--- config.mk ---
export PLATFORM = sky130hd
export DESIGN_NAME = pci_irq_penalty_allocator
export DESIGN_NICKNAME = d
export VERILOG_FILES = /design/src/hw/rtl/pia_pkg.sv /design/src/hw/rtl/pia_usage_bank.sv /design/src/hw/rtl/pia_argmin.sv /design/src/hw/rtl/pia_route.sv /design/src/hw/rtl/pci_irq_penalty_allocator.sv
export SDC_FILE = /design/constraint.sdc
export NUM_CORES = 1
export LEC_CHECK = 0
export BUFFER_PORTS_ARGS = -buffer_cell sky130_fd_sc_hd__buf_2
export CAP_MARGIN = 40
export CORE_UTILIZATION = 54
export CTS_BUF_LIST = sky130_fd_sc_hd__clkbuf_8
export DETAILED_ROUTE_END_ITERATION = 8
export MAX_ROUTING_LAYER = met4
export PLACE_DENSITY_LB_ADDON = 0.3
export SLEW_MARGIN = 20
export SYNTH_ARGS = -nofsm -noshare
export SYNTH_HDL_FRONTEND = slang
export SYNTH_SLANG_ARGS = --single-unit
--- constraint.sdc ---
create_clock -name clk -period 17 [get_ports clk]
set_input_delay 0 -clock clk [delete_from_list [all_inputs] [get_ports clk]]
set_output_delay 0 -clock clk [all_outputs]
set_load 0.05 [all_outputs]
--- src/hw/rtl/pia_pkg.sv ---
// Shared types, codes and the base penalty table of the PCI IRQ allocator.
`timescale 1ns / 1ps

package pia_pkg;

    localparam int NUM_IRQS  = 16;
    localparam int IRQ_IDX_W = 4;
    localparam int BASE_W    = 20;

    localparam logic [2:0] SRC_NONE  = 3'd0;
    localparam logic [2:0] SRC_BIOS  = 3'd1;
    localparam logic [2:0] SRC_HARD  = 3'd2;
    localparam logic [2:0] SRC_FOUND = 3'd3;
    localparam logic [2:0] SRC_NEW   = 3'd4;

    localparam logic [1:0] CFG_TABLE_PRESENT    = 2'd0;
    localparam logic [1:0] CFG_ROUTER_PRESENT   = 2'd1;
    localparam logic [1:0] CFG_ALLOWED_IRQ_MASK = 2'd2;
    localparam logic [1:0] CFG_EXCLUSIVE_IRQS   = 2'd3;

    localparam logic [15:0]       ALLOWED_MASK_RESET = 16'hfff8;
    localparam logic [BASE_W-1:0] EXCL_PENALTY       = 20'd100;
    localparam logic [2:0]        PIN_MAX            = 3'd4;
    localparam logic [3:0]        HARD_NIBBLE        = 4'hf;

    typedef struct packed {
        logic [2:0]  interrupt_pin;
        logic        entry_found;
        logic [7:0]  link_value;
        logic [15:0] pin_bitmap;
        logic [3:0]  current_line;
        logic [3:0]  router_irq;
        logic        assign_allowed;
        logic        is_display;
    } in_t;

    typedef struct packed {
        logic [3:0] granted_irq;
        logic [2:0] source;
        logic       program_router;
    } out_t;

    typedef struct packed {
        logic        table_present;
        logic        router_present;
        logic [15:0] allowed_irq_mask;
        logic [15:0] exclusive_irqs;
    } cfg_t;

    function automatic logic [BASE_W-1:0] base_penalty(input logic [IRQ_IDX_W-1:0] irq);
        logic [BASE_W-1:0] p;
        case (irq) inside
            4'd0, 4'd1, 4'd2:               p = 20'd1000000;
            4'd3, 4'd4, 4'd6, 4'd7, 4'd12:  p = 20'd1000;
            4'd13, 4'd14, 4'd15:            p = 20'd100000;
            default:                        p = '0;
        endcase
        return p;
    endfunction

endpackage

--- src/hw/rtl/pia_usage_bank.sv ---
// Per-IRQ usage counters and the effective penalty of every IRQ.
`timescale 1ns / 1ps

module pia_usage_bank #(
    parameter int COUNT_WIDTH = 16,
    parameter int PEN_W       = 21
) (
    input  logic                               clk,
    input  logic                               rst_n,
    input  logic [15:0]                        exclusive_irqs,
    input  logic                               inc_en,
    input  logic [pia_pkg::IRQ_IDX_W-1:0]      inc_idx,
    output logic [PEN_W-1:0]                   penalty [pia_pkg::NUM_IRQS]
);
    import pia_pkg::*;

    localparam logic [COUNT_WIDTH-1:0] COUNT_MAX = {COUNT_WIDTH{1'b1}};

    logic [COUNT_WIDTH-1:0] count_reg  [NUM_IRQS];
    logic [COUNT_WIDTH-1:0] count_next [NUM_IRQS];
    logic                   excl_any;

    assign excl_any = (exclusive_irqs != '0);

    always_comb
    begin
        for (int i = 0; i < NUM_IRQS; i++)
        begin
            count_next[i] = count_reg[i];
            if (inc_en && inc_idx == IRQ_IDX_W'(i) && count_reg[i] != COUNT_MAX)
            begin
                count_next[i] = count_reg[i] + 1'b1;
            end
        end
    end

    always_comb
    begin
        for (int i = 0; i < NUM_IRQS; i++)
        begin
            // non-exclusive IRQs carry an extra penalty once any IRQ is exclusive
            penalty[i] = PEN_W'(base_penalty(IRQ_IDX_W'(i)))
                       + ((excl_any && !exclusive_irqs[i]) ? PEN_W'(EXCL_PENALTY) : '0)
                       + PEN_W'(count_reg[i]);
        end
    end

    always_ff @(posedge clk or negedge rst_n)
    begin
        if (!rst_n)
        begin
            for (int i = 0; i < NUM_IRQS; i++)
            begin
                count_reg[i] <= '0;
            end
        end
        else
        begin
            for (int i = 0; i < NUM_IRQS; i++)
            begin
                count_reg[i] <= count_next[i];
            end
        end
    end

endmodule

--- src/hw/rtl/pia_argmin.sv ---
// Four-level compare tree: lowest penalty among the allowed IRQs and IRQ 0, lower index on a tie.
`timescale 1ns / 1ps

module pia_argmin #(
    parameter int PEN_W = 21
) (
    input  logic [PEN_W-1:0]              penalty [pia_pkg::NUM_IRQS],
    input  logic [15:0]                   mask,
    output logic [pia_pkg::IRQ_IDX_W-1:0] pick
);
    import pia_pkg::*;

    logic [PEN_W-1:0]     v1 [8];
    logic [IRQ_IDX_W-1:0] i1 [8];
    logic                 k1 [8];
    logic [PEN_W-1:0]     v2 [4];
    logic [IRQ_IDX_W-1:0] i2 [4];
    logic                 k2 [4];
    logic [PEN_W-1:0]     v3 [2];
    logic [IRQ_IDX_W-1:0] i3 [2];
    logic                 k3 [2];
    logic [15:0]          cand;

    // IRQ 0 is always a candidate of the compare tree
    assign cand = mask | 16'h0001;

    always_comb
    begin
        for (int j = 0; j < 8; j++)
        begin
            if (cand[2*j] && (!cand[2*j+1] || penalty[2*j] <= penalty[2*j+1]))
            begin
                v1[j] = penalty[2*j];
                i1[j] = IRQ_IDX_W'(2*j);
            end
            else
            begin
                v1[j] = penalty[2*j+1];
                i1[j] = IRQ_IDX_W'(2*j+1);
            end
            k1[j] = cand[2*j] | cand[2*j+1];
        end
        for (int j = 0; j < 4; j++)
        begin
            if (k1[2*j] && (!k1[2*j+1] || v1[2*j] <= v1[2*j+1]))
            begin
                v2[j] = v1[2*j];
                i2[j] = i1[2*j];
            end
            else
            begin
                v2[j] = v1[2*j+1];
                i2[j] = i1[2*j+1];
            end
            k2[j] = k1[2*j] | k1[2*j+1];
        end
        for (int j = 0; j < 2; j++)
        begin
            if (k2[2*j] && (!k2[2*j+1] || v2[2*j] <= v2[2*j+1]))
            begin
                v3[j] = v2[2*j];
                i3[j] = i2[2*j];
            end
            else
            begin
                v3[j] = v2[2*j+1];
                i3[j] = i2[2*j+1];
            end
            k3[j] = k2[2*j] | k2[2*j+1];
        end
        if (k3[0] && (!k3[1] || v3[0] <= v3[1]))
        begin
            pick = i3[0];
        end
        else
        begin
            pick = i3[1];
        end
    end

endmodule

--- src/hw/rtl/pia_route.sv ---
// Source priority decode: BIOS, hardcoded link, router lookup, new assignment.
`timescale 1ns / 1ps

module pia_route (
    input  pia_pkg::cfg_t                 cfg,
    input  pia_pkg::in_t                  req,
    input  logic [pia_pkg::IRQ_IDX_W-1:0] pick,
    output logic [15:0]                   pick_mask,
    output pia_pkg::out_t                 result
);
    import pia_pkg::*;

    logic       refuse;
    logic [3:0] irq;
    logic [2:0] src;

    assign pick_mask = req.pin_bitmap & cfg.allowed_irq_mask;

    assign refuse = !cfg.table_present || req.interrupt_pin == '0
                 || req.interrupt_pin > PIN_MAX || !req.entry_found
                 || req.link_value == '0;

    always_comb
    begin
        irq = '0;
        src = SRC_NONE;
        if (!refuse)
        begin
            if (req.current_line != '0)
            begin
                irq = req.current_line;
                src = SRC_BIOS;
            end
            else if (req.link_value[7:4] == HARD_NIBBLE)
            begin
                irq = req.link_value[3:0];
                src = SRC_HARD;
            end
            else if (cfg.router_present && req.router_irq != '0)
            begin
                irq = req.router_irq;
                src = SRC_FOUND;
            end
            else if (cfg.router_present && req.assign_allowed && !req.is_display)
            begin
                irq = pick;
                src = SRC_NEW;
            end
        end
        // nothing granted: every field reads zero
        if (irq == '0)
        begin
            result = '0;
        end
        else
        begin
            result.granted_irq    = irq;
            result.source         = src;
            result.program_router = (src == SRC_NEW);
        end
    end

endmodule

--- src/hw/rtl/pci_irq_penalty_allocator.sv ---
// Top level of the PCI IRQ routing allocator with penalty-based assignment.
//
//  channel  | handshake            | payload
//  ---------+----------------------+-----------------------------
//  request  | in_valid / in_ready  | in_data  (pia_pkg::in_t)
//  result   | out_valid / out_ready| out_data (pia_pkg::out_t)
//  config   | cfg_we               | cfg_index, cfg_data
//
// One transaction per cycle sustained while out_ready stays high; a request
// loads the input register at acceptance, and its result loads the result
// register when the input register advances and raises out_valid. The whole
// decision, including the 16-way penalty compare tree, sits between those two
// registers, and the usage counters update as the result is registered, so the
// next request already sees the new counts.
// Reset clears the counters and loads the register defaults at once.
// A stalled result holds in the output register; the input register still
// advances into it in the cycle the result is taken.
`timescale 1ns / 1ps

module pci_irq_penalty_allocator #(
    parameter int COUNT_WIDTH = 16
) (
    input  logic           clk,
    input  logic           rst_n,
    input  logic           in_valid,
    output logic           in_ready,
    input  pia_pkg::in_t   in_data,
    output logic           out_valid,
    input  logic           out_ready,
    output pia_pkg::out_t  out_data,
    input  logic           cfg_we,
    input  logic [1:0]     cfg_index,
    input  logic [15:0]    cfg_data
);
    import pia_pkg::*;

    localparam int PEN_W = ((COUNT_WIDTH > BASE_W) ? COUNT_WIDTH : BASE_W) + 1;

    cfg_t                 cfg_reg;
    in_t                  req_reg;
    logic                 req_valid_reg;
    out_t                 res_reg;
    logic                 res_valid_reg;

    logic                 advance;
    logic [15:0]          pick_mask;
    logic [IRQ_IDX_W-1:0] pick;
    out_t                 result;
    logic [PEN_W-1:0]     penalty [NUM_IRQS];

    // advance the input register whenever the result slot is free or draining
    assign advance   = req_valid_reg && (!res_valid_reg || out_ready);
    assign in_ready  = !req_valid_reg || advance;
    assign out_valid = res_valid_reg;
    assign out_data  = res_reg;

    // configuration registers
    always_ff @(posedge clk or negedge rst_n)
    begin
        if (!rst_n)
        begin
            cfg_reg.table_present    <= 1'b0;
            cfg_reg.router_present   <= 1'b0;
            cfg_reg.allowed_irq_mask <= ALLOWED_MASK_RESET;
            cfg_reg.exclusive_irqs   <= '0;
        end
        else if (cfg_we)
        begin
            unique case (cfg_index)
                CFG_TABLE_PRESENT:    cfg_reg.table_present    <= cfg_data[0];
                CFG_ROUTER_PRESENT:   cfg_reg.router_present   <= cfg_data[0];
                CFG_ALLOWED_IRQ_MASK: cfg_reg.allowed_irq_mask <= cfg_data;
                CFG_EXCLUSIVE_IRQS:   cfg_reg.exclusive_irqs   <= cfg_data;
                default:              cfg_reg                  <= cfg_reg;
            endcase
        end
    end

    // valid flags of the two stages
    always_ff @(posedge clk or negedge rst_n)
    begin
        if (!rst_n)
        begin
            req_valid_reg <= 1'b0;
            res_valid_reg <= 1'b0;
        end
        else
        begin
            if (in_ready)
            begin
                req_valid_reg <= in_valid;
            end
            if (advance)
            begin
                res_valid_reg <= 1'b1;
            end
            else if (out_ready)
            begin
                res_valid_reg <= 1'b0;
            end
        end
    end

    // payload registers, no reset
    always_ff @(posedge clk)
    begin
        if (in_valid && in_ready)
        begin
            req_reg <= in_data;
        end
        if (advance)
        begin
            res_reg <= result;
        end
    end

    pia_usage_bank #(
        .COUNT_WIDTH (COUNT_WIDTH),
        .PEN_W       (PEN_W)
    ) u_usage (
        .clk            (clk),
        .rst_n          (rst_n),
        .exclusive_irqs (cfg_reg.exclusive_irqs),
        .inc_en         (advance && result.granted_irq != '0),
        .inc_idx        (result.granted_irq),
        .penalty        (penalty)
    );

    pia_argmin #(
        .PEN_W (PEN_W)
    ) u_argmin (
        .penalty (penalty),
        .mask    (pick_mask),
        .pick    (pick)
    );

    pia_route u_route (
        .cfg       (cfg_reg),
        .req       (req_reg),
        .pick      (pick),
        .pick_mask (pick_mask),
        .result    (result)
    );

    // a result with no source grants nothing and never programs the router
    a_none_is_zero: assert property (@(posedge clk) disable iff (!rst_n)
        (res_valid_reg && res_reg.source == SRC_NONE) |->
            (res_reg.granted_irq == '0 && !res_reg.program_router))
        else $error("source none with a nonzero grant");

    // router programming only goes with a new assignment
    a_prog_new: assert property (@(posedge clk) disable iff (!rst_n)
        (res_valid_reg && res_reg.program_router) |-> (res_reg.source == SRC_NEW))
        else $error("program_router without a new assignment");

    // a granted IRQ always names a source
    a_grant_src: assert property (@(posedge clk) disable iff (!rst_n)
        (res_valid_reg && res_reg.granted_irq != '0) |-> (res_reg.source != SRC_NONE))
        else $error("grant without a source");

    // a full pipe with a stalled result takes no new transaction
    a_stall_blocks: assert property (@(posedge clk) disable iff (!rst_n)
        (req_valid_reg && res_valid_reg && !out_ready) |-> !in_ready)
        else $error("request accepted into a full pipe");

endmodule
==> summary.json <==
{
  "post_detailed_route_drc_marker_count": {"value": 0},
  "largest_reg_flops": {"value": 256},
  "postRouteWirelength": {"value": 76050, "unit": "um"},
  "min-delay-path-class": {"value": "in -> reg"},
  "initial_utilization": {"value": 54.81, "unit": "%"},
  "globalRouteTotalUtil": {"value": 28.49, "unit": "%"},
  "setup_repair_after_global_routing_missed_its_margin": {"value": "false"},
  "crit_slowest_cell": {"value": "sky130_fd_sc_hd__and2_1"},
  "synth-edff-count": {"value": 45},
  "number_of_synthesis_warnings": {"value": 0},
  "synth_area": {"value": 29550, "unit": "sq um"},
  "p_sw_share": {"value": 37.53, "unit": "%"},
  "final.fill_count": {"value": 4737},
  "ctsRootBufferMaster": {"value": "sky130_fd_sc_hd__clkbuf_8"},
  "crit_arrival": {"value": 15230, "unit": "ps"},
  "pwr_density_cell": {"value": 82.23, "unit": "nW/um^2"},
  "setup_ws_final": {"value": 2295, "unit": "ps"},
  "share_comb_of_total_power": {"value": 35.9, "unit": "%"},
  "clkPwrFrac": {"value": 30.8, "unit": "%"},
  "max-slew-margin-rel": {"value": 44.49, "unit": "%"},
  "clk_pin_slew_worst_paths": {"value": 60, "unit": "ps"},
  "ant_nets": {"value": 0},
  "critical-path-max-stage-delay": {"value": 650, "unit": "ps"},
  "die_area": {"value": 55670, "unit": "sq um"},
  "nNetsFinal": {"value": 3977},
  "gpl.final_weighted_congestion": {"value": 0.9470},
  "dr.first_iter.drc_count": {"value": 1433},
  "seq_area_frac_synth": {"value": 29.27, "unit": "%"},
  "tritoncts.num_buffers": {"value": 66},
  "internal_power": {"value": 1.684, "unit": "mW"},
  "post-place-ws": {"value": 2366, "unit": "ps"},
  "predominant_post_synthesis_flop_cell": {"value": "sky130_fd_sc_hd__dfrtp_1"},
  "power_frac_seq": {"value": 33.3, "unit": "%"},
  "most-common-layout-cells": {"value": "413 x sky130_fd_sc_hd__ha_1, 295 x sky130_fd_sc_hd__inv_1, 281 x sky130_fd_sc_hd__nor2_1"},
  "die_height": {"value": 235.9, "unit": "um"},
  "die_x": {"value": 235.9, "unit": "um"},
  "first_global_vias": {"value": 23710},
  "cts_htree_levels": {"value": 3},
  "crit_family": {"value": "simple AND/OR/NAND/NOR gates"},
  "clkSinkCount": {"value": 336},
  "layout_commonest_cell": {"value": "sky130_fd_sc_hd__ha_1"},
  "async_flop_share": {"value": 86.61, "unit": "%"},
  "wire_per_inst": {"value": 17.89, "unit": "um"},
  "switchingPower": {"value": 1.011, "unit": "mW"},
  "fin_setup_tns": {"value": 0, "unit": "ps"},
  "first_pass_grt_wire_length": {"value": 122700, "unit": "um"},
  "cts_tree": {"value": "done"},
  "core_area": {"value": 53920, "unit": "sq um"},
  "portBuffers": {"value": 69},
  "design.portCount": {"value": 71},
  "grt_antenna_before_repair": {"value": 3},
  "synth.distinct_cells": {"value": 86},
  "endpoint_kind": {"value": "register"},
  "setup_violators_final": {"value": 0},
  "layout-area-overhead-vs-synth": {"value": 10.90, "unit": "%"},
  "final.period_utilization": {"value": 86.50, "unit": "%"},
  "dpl.hpwl": {"value": 59210, "unit": "um"},
  "min_period": {"value": 14700, "unit": "ps"},
  "drt_pass1_iterations": {"value": 5},
  "worstMarginPinSlew": {"value": 829.0, "unit": "ps"},
  "syn-num-nets": {"value": 3845},
  "path_max_fanout": {"value": 28},
  "route.detailed.vias_per_inst": {"value": 5.734},
  "post_cts.resized_instances": {"value": 0},
  "drive_gt1_share": {"value": 9.910, "unit": "%"},
  "grt_overflow_total": {"value": 0},
  "power.static_leakage": {"value": 15.77, "unit": "nW"},
  "ys_seq_elements": {"value": 336},
  "drv_slew": {"value": 0},
  "cts_hold_repair.buffers": {"value": 63},
  "crit_type": {"value": "reg -> reg"},
  "worst_setup_path_start_kind": {"value": "register"},
  "max_freq": {"value": 68.01, "unit": "MHz"},
  "worst_ep_required_time": {"value": 17530, "unit": "ps"},
  "fin_worst_skew": {"value": 37.53, "unit": "ps"},
  "finalHoldViolCount": {"value": 0},
  "synthesis.instances": {"value": 3366},
  "rows": {"value": 85},
  "max-clock-path-buffers": {"value": 3},
  "critical_path.most_common_cell": {"value": "sky130_fd_sc_hd__ha_1"},
  "cts_setup_buffers": {"value": 0},
  "status": {"value": "complete, no violations"},
  "largest_net_degree_at_the_start_of_global_routing": {"value": 78},
  "vias": {"value": 24370},
  "worstSkewPairLatency": {"value": 680, "unit": "ps"},
  "max_cap_viol_count": {"value": 0},
  "peakVddDrop": {"value": 0.00007182, "unit": "V"},
  "cp_buf_inv_count": {"value": 5},
  "synth_area_per_cell": {"value": 8.780, "unit": "sq um"}
}
area by class of cell:
type	instances	area [sq um]	area share, %
multi-input combinational	2647	19480	59.44
tap	696	870.8	2.657
sequential	336	8650	26.39
inverter	276	1036	3.161
timing repair buffer	171	1423	4.340
clock buffer	75	1032	3.149
clock inverter	47	274.0	0.8360
antenna	3	7.507	0.02290
worst register-to-register path: cells and delay by family (launching register included):
family / cells / cell delay (ps)
compound gates: 15 / 3430
xor+xnor: 1 / 190
flops: 1 / 470
fa+ha+maj: 7 / 1990
simple gates: 19 / 6080
buf+inv: 5 / 1020
mux: 4 / 1380
cells in the mapped netlist, types with 9 or more instances:
cell                         n  area, sq um
sky130_fd_sc_hd__o31ai_1    12        90.09
sky130_fd_sc_hd__nand3b_1   11        82.58
sky130_fd_sc_hd__xor2_1    146         1279
sky130_fd_sc_hd__nand3_1   173        865.8
sky130_fd_sc_hd__edfxtp_1   45         1351
sky130_fd_sc_hd__dfstp_2    13        341.6
sky130_fd_sc_hd__mux2i_1    56        560.5
sky130_fd_sc_hd__nor2_1    283         1062
sky130_fd_sc_hd__ha_1      413         5167
sky130_fd_sc_hd__a211o_1     9        78.83
sky130_fd_sc_hd__clkbuf_1   84        315.3
sky130_fd_sc_hd__dfrtp_1   278         6957
sky130_fd_sc_hd__xnor2_1   252         2207
sky130_fd_sc_hd__nand2b_1   29        181.4
sky130_fd_sc_hd__nand2_1   230        863.3
sky130_fd_sc_hd__a21oi_1   230         1151
sky130_fd_sc_hd__nor3_1     64        320.3
sky130_fd_sc_hd__a41o_1      9        90.09
sky130_fd_sc_hd__o211ai_1   18        135.1
sky130_fd_sc_hd__o21bai_1    9        67.56
sky130_fd_sc_hd__nand4_1   105        656.9
sky130_fd_sc_hd__and4_1     14        122.6
sky130_fd_sc_hd__a31oi_1    16        100.1
sky130_fd_sc_hd__mux2_2     81        912.1
sky130_fd_sc_hd__o21a_1     23        172.7
sky130_fd_sc_hd__and3_1     64        400.4
sky130_fd_sc_hd__a21o_1     47        352.8
sky130_fd_sc_hd__buf_2      15        75.07
sky130_fd_sc_hd__and2_1     16        100.1
sky130_fd_sc_hd__nor2b_1    28        175.2
sky130_fd_sc_hd__a211oi_1   19        142.6
sky130_fd_sc_hd__inv_1     274         1028
sky130_fd_sc_hd__o21ai_0   102        510.5
sky130_fd_sc_hd__nor4_1     45        281.5
sky130_fd_sc_hd__or2_2      21        131.4
layer usage:
layer,vias to the layer above,global-route usage [%],share of wire (%)
met4,0,11.92,4.2
li1,12190,-,-
met5,-,-,0
met2,581,44.95,46
met1,11420,35.58,44
met3,182,5.641,5.9
path summary, 6_finish.rpt:
check,from,to,slack [ps],cells after the start
hold reg to reg,u_usage.count_reg[246],u_usage.count_reg[246],370,0
setup / recovery,cfg_reg[14],u_usage.count_reg[145],2300,51
min in group asynchronous,rst_n,cfg_reg[28],460,3
setup reg to reg,cfg_reg[14],u_usage.count_reg[145],2300,51
max in group asynchronous,rst_n,cfg_reg[20],15040,7
hold / removal,in_data[33],req_reg[33],50,2
power groups by stage:
stage	Sequential, mW	Combinational (mW)	Clock, mW
4_1_cts	0.895	0.959	0.848
3_5_place_dp	0.909	0.940	0
2_1_floorplan	0.899	0.684	0
3_3_place_gp	0.908	0.914	0
6_report	0.896	0.968	0.831
5_1_grt	0.900	1.09	0.880
kinds of logic (layout without fill, tap and decap cells):
logic type | Yosys count | after routing | synth area share (%)
other | 0 | 3 | 0
adders and majority gates | 418 | 418 | 17.82
and+or+nand+nor | 1130 | 1130 | 19.17
DFF | 336 | 336 | 29.27
AOI/OAI and AO/OA | 564 | 564 | 11.99
muxes | 137 | 137 | 4.983
buffers and inverters | 383 | 569 | 4.966
xor gates and xnor gates | 398 | 398 | 11.79
through the flow:
stage	std cells	total power [mW]	instance area, sq um	utilization (%)	hold WS [ps]
2_1_floorplan	3366	1.583	29550	-	-295.6
3_3_place_gp	4049	1.822	30580	56.72	26.66
3_5_place_dp	4061	1.849	30800	57.11	28.34
4_1_cts	4246	2.702	32750	60.74	2.686
5_1_grt	4251	2.868	32780	60.79	22.68
6_report	4251	2.695	32780	60.79	45.08
(Power assumes the default switching activity.)
